File: src/rtl/code_breakpoint_slot_manager_assert.svh
// ----------------------------------------------------------------------------
// Breakpoint slot manager assertion macros
// Shorthand for the concurrent checks used in the slot manager RTL.
// ----------------------------------------------------------------------------
`ifndef CODE_BREAKPOINT_SLOT_MANAGER_ASSERT_SVH
`define CODE_BREAKPOINT_SLOT_MANAGER_ASSERT_SVH

// Same-cycle implication, sampled on clk and disabled during rst.
`define CBSM_ASSERT_IMP(lbl, ante, cons, msg) \
  lbl: assert property (@(posedge clk) disable iff (rst) (ante) |-> (cons)) \
    else $error(msg);

// Next-cycle implication, sampled on clk and disabled during rst.
`define CBSM_ASSERT_NXT(lbl, ante, cons, msg) \
  lbl: assert property (@(posedge clk) disable iff (rst) (ante) |=> (cons)) \
    else $error(msg);

`endif

File: src/rtl/cbsm_pkg.sv
// ----------------------------------------------------------------------------
// Breakpoint slot manager package
// Transaction types, request and status codes, and controller commands.
// ----------------------------------------------------------------------------
`timescale 1ns / 1ps

package cbsm_pkg;

  // Request type codes.
  localparam logic [1:0] REQ_REMOVE = 2'd0;
  localparam logic [1:0] REQ_INSERT = 2'd1;
  localparam logic [1:0] REQ_CLEAR  = 2'd2;
  localparam logic [1:0] REQ_RSVD   = 2'd3;

  // Result status codes.
  localparam logic [1:0] ST_OK        = 2'd0;
  localparam logic [1:0] ST_UNALIGNED = 2'd1;
  localparam logic [1:0] ST_FULL      = 2'd2;

  // Half bits of a slot.
  localparam logic [1:0] HALF_LOW  = 2'b01;
  localparam logic [1:0] HALF_HIGH = 2'b10;

  // Width of a slot index carried between controller and datapath.
  localparam int SLOT_IDX_W = 4;

  typedef struct packed {
    logic [1:0]  req_type;
    logic [31:0] address;
  } req_t;

  typedef struct packed {
    logic [1:0]  status;
    logic        write_valid;
    logic [2:0]  slot;
    logic [31:0] comparator_word;
    logic        last;
  } rsp_t;

  typedef enum logic [1:0] {
    CMD_NONE,
    CMD_LOAD,
    CMD_EXEC,
    CMD_CLEAR
  } cmd_op_t;

  typedef struct packed {
    cmd_op_t               op;
    logic [SLOT_IDX_W-1:0] idx;
    logic                  last;
  } cmd_t;

  typedef struct packed {
    logic clear_req;
  } stat_t;

endpackage

File: src/rtl/cbsm_ctrl.sv
// ----------------------------------------------------------------------------
// Breakpoint slot manager controller
// Sequences request capture, table update and the clear-all sweep.
// ----------------------------------------------------------------------------
`timescale 1ns / 1ps

module cbsm_ctrl #(
  parameter int NUM_SLOTS = 6
) (
  input  logic           clk,
  input  logic           rst,
  input  logic           start,
  input  cbsm_pkg::stat_t stat,
  output cbsm_pkg::cmd_t  cmd,
  output logic           busy
);
  import cbsm_pkg::*;

  typedef enum logic [1:0] {
    S_IDLE,
    S_EXEC,
    S_CLEAR
  } state_t;

  localparam logic [SLOT_IDX_W-1:0] LAST_IDX = SLOT_IDX_W'(NUM_SLOTS - 1);

  state_t                state;
  state_t                state_next;
  logic [SLOT_IDX_W-1:0] count;
  logic [SLOT_IDX_W-1:0] count_next;

  always_comb begin
    state_next = state;
    count_next = count;
    cmd.op     = CMD_NONE;
    cmd.idx    = '0;
    cmd.last   = 1'b0;
    unique case (state)
      S_IDLE: begin
        if (start) begin
          cmd.op     = CMD_LOAD;
          state_next = S_EXEC;
        end
      end
      S_EXEC: begin
        if (stat.clear_req) begin
          // The first slot is cleared here; the sweep covers the rest.
          cmd.op   = CMD_CLEAR;
          cmd.idx  = '0;
          cmd.last = (LAST_IDX == '0);
          if (LAST_IDX == '0) begin
            state_next = S_IDLE;
          end else begin
            count_next = SLOT_IDX_W'(1);
            state_next = S_CLEAR;
          end
        end else begin
          cmd.op     = CMD_EXEC;
          cmd.last   = 1'b1;
          state_next = S_IDLE;
        end
      end
      S_CLEAR: begin
        cmd.op   = CMD_CLEAR;
        cmd.idx  = count;
        cmd.last = (count == LAST_IDX);
        if (count == LAST_IDX) begin
          state_next = S_IDLE;
        end else begin
          count_next = count + SLOT_IDX_W'(1);
        end
      end
      default: begin
        state_next = S_IDLE;
      end
    endcase
  end

  always_ff @(posedge clk) begin
    if (rst) begin
      state <= S_IDLE;
      count <= '0;
      busy  <= 1'b0;
    end else begin
      state <= state_next;
      count <= count_next;
      busy  <= (state_next != S_IDLE);
    end
  end

endmodule

File: src/rtl/cbsm_datapath.sv
// ----------------------------------------------------------------------------
// Breakpoint slot manager datapath
// Slot table, slot search, half-bit update and result register.
// ----------------------------------------------------------------------------
`timescale 1ns / 1ps

module cbsm_datapath #(
  parameter int NUM_SLOTS = 6
) (
  input  logic            clk,
  input  logic            rst,
  input  cbsm_pkg::cmd_t  cmd,
  input  cbsm_pkg::req_t  request,
  output cbsm_pkg::stat_t stat,
  output logic            strobe,
  output cbsm_pkg::rsp_t  result
);
  import cbsm_pkg::*;

  localparam int IDX_W = (NUM_SLOTS > 1) ? $clog2(NUM_SLOTS) : 1;

  req_t        req;
  logic [29:0] slot_addr   [NUM_SLOTS];
  logic [1:0]  slot_halves [NUM_SLOTS];

  logic [29:0]          waddr;
  logic [1:0]           half;
  logic                 insert;
  logic [NUM_SLOTS-1:0] hit;
  logic                 found;
  logic [IDX_W-1:0]     id;
  logic [1:0]           cur_h;
  logic [1:0]           new_h;
  logic                 exec_write;
  rsp_t                 exec_rsp;
  rsp_t                 clear_rsp;
  logic [IDX_W-1:0]     clr_idx;

  assign stat.clear_req = (req.req_type == REQ_CLEAR);

  assign waddr   = req.address[31:2];
  assign half    = req.address[1] ? HALF_HIGH : HALF_LOW;
  assign insert  = (req.req_type == REQ_INSERT);
  assign clr_idx = cmd.idx[IDX_W-1:0];

  // A slot qualifies on an address match, or on insert when it is unused.
  always_comb begin
    for (int i = 0; i < NUM_SLOTS; i++) begin
      hit[i] = (slot_addr[i] == waddr) || (insert && (slot_halves[i] == 2'b00));
    end
  end

  // The lowest qualifying slot wins.
  always_comb begin
    found = 1'b0;
    id    = '0;
    for (int i = NUM_SLOTS - 1; i >= 0; i--) begin
      if (hit[i]) begin
        found = 1'b1;
        id    = IDX_W'(i);
      end
    end
  end

  assign cur_h = slot_halves[id];
  assign new_h = insert ? (cur_h | half) : (cur_h & ~half);

  always_comb begin
    exec_write               = 1'b0;
    exec_rsp.status          = ST_OK;
    exec_rsp.write_valid     = 1'b0;
    exec_rsp.slot            = '0;
    exec_rsp.comparator_word = '0;
    exec_rsp.last            = 1'b1;
    if (req.req_type == REQ_RSVD) begin
      exec_write = 1'b0;
    end else if (req.address[0]) begin
      exec_rsp.status = ST_UNALIGNED;
    end else if (!found) begin
      exec_rsp.status = insert ? ST_FULL : ST_OK;
    end else begin
      exec_write           = 1'b1;
      exec_rsp.write_valid = 1'b1;
      exec_rsp.slot        = 3'(id);
      if (new_h != 2'b00) begin
        exec_rsp.comparator_word = {new_h, 1'b0, waddr[26:0], 1'b0, 1'b1};
      end
    end
  end

  always_comb begin
    clear_rsp.status          = ST_OK;
    clear_rsp.write_valid     = 1'b1;
    clear_rsp.slot            = cmd.idx[2:0];
    clear_rsp.comparator_word = '0;
    clear_rsp.last            = cmd.last;
  end

  // Slot table and result strobe.
  always_ff @(posedge clk) begin
    if (rst) begin
      strobe <= 1'b0;
      for (int i = 0; i < NUM_SLOTS; i++) begin
        slot_addr[i]   <= '0;
        slot_halves[i] <= '0;
      end
    end else begin
      case (cmd.op)
        CMD_EXEC: begin
          strobe <= 1'b1;
          if (exec_write) begin
            slot_addr[id]   <= waddr;
            slot_halves[id] <= new_h;
          end
        end
        CMD_CLEAR: begin
          strobe               <= 1'b1;
          slot_halves[clr_idx] <= 2'b00;
        end
        default: begin
          strobe <= 1'b0;
        end
      endcase
    end
  end

  // Payload registers.
  always_ff @(posedge clk) begin
    case (cmd.op)
      CMD_LOAD:  req    <= request;
      CMD_EXEC:  result <= exec_rsp;
      CMD_CLEAR: result <= clear_rsp;
      default:   req    <= req;
    endcase
  end

endmodule

File: src/rtl/code_breakpoint_slot_manager.sv
// ----------------------------------------------------------------------------
// Code breakpoint slot manager
// Allocates and releases breakpoint comparator slots and issues the writes.
// ----------------------------------------------------------------------------
// Usage: a request transaction is accepted on the rising edge where start is
// high and busy is low. The request carries a type (remove, insert or clear
// all) and a halfword address. Results leave on the result port, each valid
// for exactly one cycle while strobe is high; the receiver cannot stall, so
// it must take every result on the cycle it appears.
// Insert, remove, rejected and reserved requests produce one result. busy is
// high while the request is in the block, and a new request may be accepted
// in the cycle the result is shown. A clear-all request produces NUM_SLOTS
// results on consecutive cycles, with last set only on the final one; busy
// stays high until that final result is shown. The controller sets this
// order: it captures the request, then runs the slot search with its
// read-modify-write, or the clear sweep one slot at a time.
// Reset clears every slot's word address and half bits and returns the
// controller to idle, so the block accepts a request at the first rising
// edge with rst low.
// ----------------------------------------------------------------------------
`timescale 1ns / 1ps
`include "code_breakpoint_slot_manager_assert.svh"

module code_breakpoint_slot_manager #(
  parameter int NUM_SLOTS = 6
) (
  input  logic           clk,
  input  logic           rst,
  input  logic           start,
  output logic           busy,
  input  cbsm_pkg::req_t request,
  output logic           strobe,
  output cbsm_pkg::rsp_t result
);
  import cbsm_pkg::*;

  // Commands from the controller into the datapath, status back.
  cmd_t  cmd;
  stat_t stat;

  // The controller decides when a request is captured, when the search
  // and update run, and which slot the clear sweep touches next.
  cbsm_ctrl #(
    .NUM_SLOTS (NUM_SLOTS)
  ) u_ctrl (
    .clk   (clk),
    .rst   (rst),
    .start (start),
    .stat  (stat),
    .cmd   (cmd),
    .busy  (busy)
  );

  // The datapath holds the slot table and registers every result.
  cbsm_datapath #(
    .NUM_SLOTS (NUM_SLOTS)
  ) u_datapath (
    .clk     (clk),
    .rst     (rst),
    .cmd     (cmd),
    .request (request),
    .stat    (stat),
    .strobe  (strobe),
    .result  (result)
  );

  // An accepted transaction keeps the block busy in the following cycle.
  `CBSM_ASSERT_NXT(a_accept_busy, start && !busy, busy, "accepted request did not raise busy")
  // The clear sweep emits its results back to back.
  `CBSM_ASSERT_NXT(a_sweep_cont, strobe && !result.last, strobe, "gap inside result burst")
  // The final result of a request is shown while the block is idle again.
  `CBSM_ASSERT_IMP(a_last_idle, strobe && result.last, !busy, "busy after final result")
  // Rejected requests never issue a comparator write.
  `CBSM_ASSERT_IMP(a_reject_nowr, strobe && (result.status != ST_OK), !result.write_valid,
                   "rejected request issued a write")

endmodule

File: config.mk
export PLATFORM = sky130hd
export DESIGN_NAME = code_breakpoint_slot_manager
export DESIGN_NICKNAME = d
export VERILOG_FILES = /design/src/rtl/cbsm_pkg.sv /design/src/rtl/cbsm_ctrl.sv /design/src/rtl/cbsm_datapath.sv /design/src/rtl/code_breakpoint_slot_manager.sv
export VERILOG_INCLUDE_DIRS = /design/src /design/src/rtl
export SDC_FILE = /design/constraint.sdc
export NUM_CORES = 1
export LEC_CHECK = 0
export ABC_CLOCK_PERIOD_IN_PS = 11700
export BUFFER_PORTS_ARGS = -buffer_cell sky130_fd_sc_hd__buf_4
export CORE_ASPECT_RATIO = 1.25
export CORE_MARGIN = 3
export CORE_UTILIZATION = 41
export DETAILED_ROUTE_END_ITERATION = 8
export PLACE_DENSITY = 0.59
export SETUP_SLACK_MARGIN = 0.5
export SLEW_MARGIN = 15
export SYNTH_ARGS = -nofsm -noshare
export SYNTH_HDL_FRONTEND = slang
export SYNTH_HIERARCHICAL = 1
export SYNTH_SLANG_ARGS = --single-unit
export TNS_END_PERCENT = 5
File: constraint.sdc
create_clock -name clk -period 11.7 [get_ports clk]
set_clock_uncertainty 0.05 [all_clocks]
set_input_delay 0.585 -clock clk [delete_from_list [all_inputs] [get_ports clk]]
set_output_delay 0.585 -clock clk [all_outputs]
set_load 0.1 [all_outputs]
-- Word level (Yosys, flattened, before mapping)
Memories as Yosys holds them, arrays and structs flattened.
Index checks and enable logic that the tools add are counted.
- register bits after elaboration: 81
- bits in latches: 0
- memory bits (writable): 192
- ROM bits: 0
- output and inout port bits: 41
- memories: 2
- add/sub/neg operators: 1
- multiply operators: 0
- div/mod/pow operators: 0
- magnitude comparators: 0
- equality and inequality tests: 17
- shift operators: 0
- muxes and demuxes: 56
- bitwise gates (word level): 3
- reduce and logical (&&, ||, !) cells: 28
- memory list (name ; words ; bits a word ; rd ports ; clocked after memory_dff ; write ports ; line ; RTL):
    u_datapath.slot_addr ; 6 ; 30 ; 6 ; 0 ; 6 ; cbsm_datapath.sv:23 ; logic [29:0] slot_addr [NUM_SLOTS];
    u_datapath.slot_halves ; 6 ; 2 ; 7 ; 0 ; 6 ; cbsm_datapath.sv:24 ; logic [1:0] slot_halves [NUM_SLOTS];
- operators with widths (cell ; number):
    $eq A30 B30 Y1 ; 6
    $pmux W39 S2 ; 1
    $mux W36 ; 2
    $mux W38 ; 1
    $mux W32 ; 1
    $mux W30 ; 1
    $reduce_or A30 Y1 ; 1
    $mux W3 ; 9
    $mux W1 ; 25
    $mux W2 ; 10
    $pmux W4 S2 ; 2
    $logic_not A2 Y1 ; 7
    $pmux W2 S3 ; 2
    $eq A2 B2 Y1 const B ; 5
    $mux W4 ; 2
    $reduce_bool A2 Y1 ; 4
    $eq A2 B1 Y1 const B ; 3
    $logic_and A1 B1 Y1 ; 6
    $logic_or A1 B1 Y1 ; 6
    $reduce_or A2 Y1 ; 3
    $add A4 B1 Y4 const B ; 1
    $eq A4 B3 Y1 const B ; 1
    $ne A2 B2 Y1 const B ; 2
    $reduce_and A3 Y1 ; 1
    other kinds (3) ; 3

-- Longest topological paths before layout
An unclocked memory read counts as a cell.
- depth after elaboration: 20
- gate-level depth with buffers: 12
- gate-level depth less buffers: 10

-- Hierarchy
The synthesis kept the hierarchy.
- by module, submodules not included (module ; times used ; cells each ; area each (um^2) ; seq. area each (um^2)):
    cbsm_datapath ; 1 ; 976 ; 12460.7 ; 7917.6
    cbsm_ctrl ; 1 ; 58 ; 511.7 ; 140.1

-- Worst setup path before layout
No wires, ideal clock.
- path type: register -> register
- start: register u_datapath/req[23] in the netlist's numbering
- end: memory u_datapath.slot_addr[5][0], enable pin
- library setup time: 427 ps
- arrival time: 3525 ps
- required time: 11223 ps
- path slack: 7698 ps
- stages on the path, launching flop included: 11
- path buffers: 2
- cells stage by stage: edfxtp_1 buf_4 xnor2_1 nand4_1 nor4_1 a21bo_1 nor4_4 a21boi_4 a21boi_1 clkbuf_1 a21oi_1
- RTL lines (item ; line ; RTL):
    start: declaration ; cbsm_datapath.sv:22 ; req_t req;
    start signal: assignment ; cbsm_datapath.sv:130 ; CMD_LOAD: req <= request;
    start signal: assignment ; cbsm_datapath.sv:133 ; default: req <= req;
    end: declaration ; cbsm_datapath.sv:23 ;

==> out/metrics.cfg <==
[die]
core_region_area_um2 = 31100
row_count = 72
die_h_um = 205
die_area_um2 = 33800
initial_core_util = 0.417
io_pins = 78
die_w_um = 165

[route]
wire_per_inst_um = 21.2
wirelength_mm = 32.0
routed_via_density = 5.25
vias = 7940
drc_errors = 0
drt_iter0_drc = 776
drtPass1Iterations = 6
final_antenna_net_count = 0

[clock_tree]
cts_buffers = 27
cts_sinks = 271
cts_tree = yes
cts_resized = 0
clockRootBuffer = clkbuf_16
htreeDepth = 1
post_cts_buffers = 0
clockBufferDepth = 3
hold_buffers = 0
clock_latency_ns = 0.55
clkTransAtPathRegs_ns = 0.06

[pwr]
swShare = 0.293
p_comb_frac = 0.165
cellPowerDensity_nw_per_um2 = 173
p_seq_frac = 0.481
p_switching_mw = 0.741
p_clk_frac = 0.354
vdd_drop_max_mv = 0.112
total_leakage_power_nw = 5.69
p_int_mw = 1.79

[timing]
whs_ns = 0.159
max_freq_mhz = 187
setup_viol_count_final = 0
fin_setup_tns_ns = 0
final_hold_viol_count = 0
slew_headroom = 0.248
layout_min_cycle_time_ns = 5.35
fin_crit_sh = 0.457
rsz0062_at_grt = no
drv_slew = 0
worst_slack_ns = 6.35
worst_pin_slew_ns = 1.13

[global_routing]
overflow = 0
gr-max-usage-layer = met2
grt_max_degree = 64
met2_usage = 0.327
grt_pass1_wl_mm = 48.1
grtUsageTotal = 0.189
grt_pass1_vias = 7934
met1_usage = 0.247
grt_util_met3 = 0.0162
antenna_found_initial = 1

[critical_path]
crit_slowest_cell = and2b_1
worstSetupStartpointType = register
max_stage_delay_ns = 0.74
crit_chain = xnor2_1 -> nand4_1 -> nor4_1 -> a21o_1 -> nor4_4 -> a21boi_4 -> buf_4 -> a21boi_2 -> and2b_1 -> or2_2
cp.arrival_ns = 5.47
crit_family = simple AND/OR/NAND/NOR gates
critPathMaxFanout = 63
end_kind = register
critPathRequiredTime_ns = 11.83
path_buf_inv = 1
criticalPathCategory = register to register

[synthesis]
synthesis.area_um2 = 13000
synth_area_per_cell_um2 = 12.6
yosysWarnings = 6
syn_inst = 1033

[min_path]
hp-class = input port to register

[run]
maxCapViolCount = 0

[placement]
dp_cells = 1464
numPortBuffers = 75
dp_slack_ns = 6.36
gp_congestion = 0.901
place_hpwl_mm = 21.2

[outcome]
status = completed

[layout]
layout_common_cells = edfxtp_1 (263), xor2_1 (120), nor2_1 (94), buf_4 (91), nand2_1 (86)
final_cells = 1513
nNetsFinal = 1129
area_delta_synth_final_pct = 13.0
layout-drive-gt1-share = 0.155
antenna_cells = 0
final_common_cell = edfxtp_1

[power groups by stage]
stage | combinational, mW | clock (mW) | sequential [mW]
floorplan | 0.239 | 0 | 1.30
global placement | 0.422 | 0 | 1.23
detailed placement | 0.420 | 0 | 1.24
CTS | 0.422 | 0.913 | 1.22
global route | 0.445 | 0.944 | 1.23
finish | 0.419 | 0.896 | 1.22
[area by class of cell]
class	count	area [um^2]
Sequential cell	271	8060
Tap cell	407	509
Fill cell	2791	16400
Timing Repair Buffer	91	683
Clock inverter	14	199
Inverter	41	154
Clock buffer	35	706
Multi-Input combinational cell	654	4350
[final timing paths]
check | slack, ns | to | startpoint | depth (start not counted)
worst max-delay path | 6.35 | u_datapath/slot_addr[2][20]$_SDFFCE_PN0P_ | u_datapath/req[4]$_DFFE_PN_ | 10
worst max register to register | 6.35 | u_datapath/slot_addr[2][20]$_SDFFCE_PN0P_ | u_datapath/req[4]$_DFFE_PN_ | 10
worst min-delay path | 0.16 | u_datapath/req[3]$_DFFE_PN_ | request[3] | 1
worst min register to register | 0.52 | u_ctrl/count[3]$_SDFFE_PP0P_ | u_ctrl/count[3]$_SDFFE_PP0P_ | 2
[routing by layer]
metal  wire (um)  vias up
li1            -     3733
met1       13500     3961
met2       16200      196
met3        1270       50
met4         989        0
met5           0        -
[stage by stage]
stage               area (um^2)  power (mW)  utilization
finish                    14700        2.53        0.471
CTS                       14700        2.55        0.471
global route              14700        2.61        0.471
detailed placement        13700        1.66        0.442
global placement          13700        1.66        0.442
floorplan                 13000        1.54            -
[state kept, by name, indices dropped and copies added, names as in the netlist]
name	count
u_ctrl/state	2
u_ctrl/busy	1
u_datapath/req	34
u_datapath/slot_halves	12
u_ctrl/count	4
u_datapath/result	37
u_datapath/strobe	1
u_datapath/slot_addr	180
[worst register-to-register path, stage by stage, from the launching register on]
cell and delay [ns]:
edfxtp_1 0.70, xnor2_1 0.41, nand4_1 0.14, nor4_1 0.65, a21o_1 0.37, nor4_4 0.14, a21boi_4 0.18, buf_4 0.54
a21boi_2 0.31, and2b_1 0.74, or2_2 0.74
Note: power is estimated with default switching activity, not from simulation.
